<file path="config.mk">
export PLATFORM = sky130hd
export DESIGN_NAME = fdnr_div
export DESIGN_NICKNAME = d
export VERILOG_FILES = /design/src/rtl/fdnr_div.sv
export SDC_FILE = /design/constraint.sdc
export NUM_CORES = 1
export LEC_CHECK = 0
export ABC_AREA = 1
export BUFFER_PORTS_ARGS = -buffer_cell sky130_fd_sc_hd__buf_2
export CAP_MARGIN = 40
export CORE_MARGIN = 2
export CORE_UTILIZATION = 39
export DETAILED_ROUTE_END_ITERATION = 10
export HOLD_SLACK_MARGIN = 0.15
export PLACE_DENSITY = 0.76
export SYNTH_ARGS = -nofsm -noshare
export SYNTH_HDL_FRONTEND = slang
export SYNTH_SLANG_ARGS = --single-unit
</file>
<file path="constraint.sdc">
create_clock -name clock -period 1.03 [get_ports clock]
set_input_delay 0.103 -clock clock [delete_from_list [all_inputs] [get_ports clock]]
set_output_delay 0.103 -clock clock [all_outputs]
set_load 0.02 [all_outputs]
</file>
<file path="src/rtl/fdnr_div.sv">
module fdnr_div #(
   parameter int NUM_BITS = 24,
   parameter int DIVISOR  = 16
) (
   input  logic                clock,
   input  logic                reset,
   input  logic                start,
   input  logic [NUM_BITS-1:0] numer,
   output logic                done,
   output logic [NUM_BITS-1:0] quo
);

   // floor(n / DIVISOR) = (n * RECIP) >> SHIFT, exact for every NUM_BITS-bit n
   localparam int SHIFT = NUM_BITS + $clog2(DIVISOR);
   localparam int RB    = NUM_BITS + 2;
   localparam int PW    = NUM_BITS + RB;
   localparam logic [RB-1:0] RECIP = RB'((64'd1 << SHIFT) / 64'(DIVISOR) + 64'd1);

   logic [PW-1:0]       prod;
   logic [NUM_BITS-1:0] quo_ff, quo_in;
   logic                done_ff;

   assign prod   = PW'(numer) * PW'(RECIP);
   // hold the quotient until the next start
   assign quo_in = start ? NUM_BITS'(prod >> SHIFT) : quo_ff;

   always_ff @(posedge clock) begin
      if (reset) begin
         done_ff <= 1'b0;
      end else begin
         done_ff <= start;
      end
      quo_ff <= quo_in;
   end

   assign done = done_ff;
   assign quo  = quo_ff;

endmodule
</file>
* Word-level counts from Yosys, hierarchy flattened
Cells that the tools add are included.
** Operators by class
- $mul :: 1
** Operators by type and width (count)
- multiplier 24 x 25 -> 49 bit, second input constant :: 1
** Storage, ports and cells
- Bits of input ports :: 27
- Bits in registers :: 22
- Logic and storage cells :: 3
- Output and inout port bits :: 25

* Longest topological paths before layout
- Depth in word-level cells :: 1
- Gate-level depth with buffers :: 2

* Least setup slack after synthesis
Ideal clock, no wire load.
- Path kind :: reg2out
- Start point :: register quo_ff[0] (netlist: quo[0])
- End point :: output port quo[0]
- Arrival time :: 0.449 ns
- Stages on the path, launching flop included :: 1
- Path slack :: 0.478 ns
- Data required time :: 0.927 ns
- Cell sequence :: edfxtp_1
** RTL lines
- from (decl) :: RTL line 20 : logic [NUM_BITS-1:0] quo_ff, quo_in;
- from (signal assigned) :: RTL line 33 : quo_ff <= quo_in;
- to (decl) :: RTL line 10 : output logic [NUM_BITS-1:0] quo
No word-level cell between the ends.

* Worst setup path in the final report
- Start point :: register quo_ff[9] (netlist: quo[9])
- End point :: output port quo[9]
No word-level cell between the ends.

==> impl_metrics.ini <==
[outcome]
status = complete, no violations

[logic_synthesis]
synth-adder-area-share_pct = 0
synth-simple-area-share_pct = 0.942
yosysWarnings = 0
synth_top_family_by_area = buffers and inverters
synth.distinct_cells = 6
syn_area_per_cell_um2 = 23.7
ys_ff_latch = 21
synthMuxAreaShare_pct = 0
synth_cells = 28
syn_area_um2 = 664
ys_seq_area_share_pct = 93.4
synth-xor-area-share_pct = 0
synth_compound_area_share_pct = 0

[floorplanning]
start_util_pct = 42.6
rows = 14
core_area_mm2 = 0.00156
ios = 52
die_h_um = 45.3
dieArea_mm2 = 0.00205
die_w_um = 45.3

[layout]
nFillCells = 108
drive_gt1_share_pct = 50.0
area_delta_synth_final_pct = 71.2
final_util_pct = 73.0
fin_nets = 124
diodes = 0
final_cell_mix = buf_2, dlygate4sd3_1, edfxtp_1
final_common_cell = buf_2

[worst_hold_path]
hold_depth = 2
hold_start = start
worstHoldPathType = in -> reg
hold_end = quo[19]$_DFFE_PP_

[run]
maxCapViolCount = 0

[pwr]
peakVddDrop_mv = 0.962
p_leak_nw = 0.506
p_per_area_mw_per_mm2 = 1480

[route]
finalWirelength_mm = 1.32
ant_nets = 0
via_per_inst = 4.25
wl_per_cell_um = 11.8
drcViolationCount = 0
dr.pass1.iters = 4
num_vias = 476
dr.first_iter.drc_count = 4

[timing]
maxSlewViolCount = 0
rsz0062_at_grt = no
min_period_ps = 946
setup_tns_ps = 0
hold_viol_final = 0
fin_crit_sh_pct = 91.8
fmax_ghz = 1.06
setup_viol = 0

[setup_path]
critPathLaunchType = flip-flop
end_kind = output pin
max_stage_delay_ps = 380
cp_top_family = flip-flops
cp.arrival_ps = 840
critPathMaxFanout = 1
worstPathRequired_ps = 930
cp_slowest_cell = edfxtp_1
path_buf_inv = 1
path_class = reg -> out
crit_chain = buf_2

[clock_tree]
cts_root_buf = clkbuf_4
clk_pin_slew_ps = 100
cts.repair.resized = 0
htreeDepth = 1
clockBufferDepth = 2
cts_made_buffers = 3
clock-sinks = 21
cts_tree = yes
cts_hold_buf = 21
post-cts-setup-buffers = 0

[global_routing]
track_usage_pct = 13.6
grt_max_degree = 22
grt_remaining_overflow = 0
grt_pass1_vias = 496
grt_pass1_wl_mm = 1.90
antenna_found_initial = 0

[placed_design]
gp_congestion = 0.654
port_buffers = 43
place_hpwl_um = 835
worst max-delay path by stage:
stage	from	to	cells past startpoint
floorplan	quo[0]$_DFFE_PP_	quo[0]	0
global placement	start	quo[14]$_DFFE_PP_	2
detailed placement	start	quo[0]$_DFFE_PP_	2
CTS	quo[1]$_DFFE_PP_	quo[1]	1
global route	quo[17]$_DFFE_PP_	quo[17]	1
finish	quo[9]$_DFFE_PP_	quo[9]	1
synth_stat cells, drive strengths merged:
master | n | area (um^2)
nor2 | 1 | 6.26
edfxtp | 20 | 601
dfxtp | 1 | 20.0
inv | 1 | 3.75
conb | 1 | 3.75
buf | 4 | 30.0
where the power goes:
part           switching [mW]  total (mW)  internal [mW]
clock                   0.224       0.375          0.151
combinational           0.155       0.287          0.131
sequential             0.0134        1.02           1.01
total                   0.393        1.68           1.29
stage by stage:
step | instances | hold slack (ps) | power (mW) | area (um^2) | setup slack, ps
floorplan | 31 | 170 | 1.16 | 676 | 478
detailed placement | 87 | 267 | 1.27 | 901 | 355
CTS | 112 | 204 | 1.70 | 1140 | 66.6
finish | 112 | 208 | 1.68 | 1140 | 84.2
global route | 112 | 204 | 1.75 | 1140 | 26.9
global placement | 87 | 267 | 1.26 | 901 | 363
flip-flops by register name, summed over array words and instances (netlist names):
name	cells
quo	20
done	1
routing by layer:
layer	global-route usage, %	wire, um	vias to the layer above
met3	2.80	46	4
met2	26.9	793	18
li1	-	-	231
met5	0	0	-
met4	8.24	34	0
met1	12.1	450	223
kinds of logic (layout without fill, tap and decap cells):
family / Yosys count / in the layout
flip-flops: 21 / 21
other: 1 / 4
AND/OR/NAND/NOR: 1 / 1
buffers and inverters: 5 / 70
cell type report:
class                      instances  area, um^2  area share (%)
sequential                        21         621            54.6
timing repair buffer              65         445            39.2
clock buffer                       4        26.3            2.31
multi-input combinational          5        21.3            1.87
tap                               16        20.0            1.76
inverter                           1        3.75           0.330
Power figures use the tool's default switching activity.
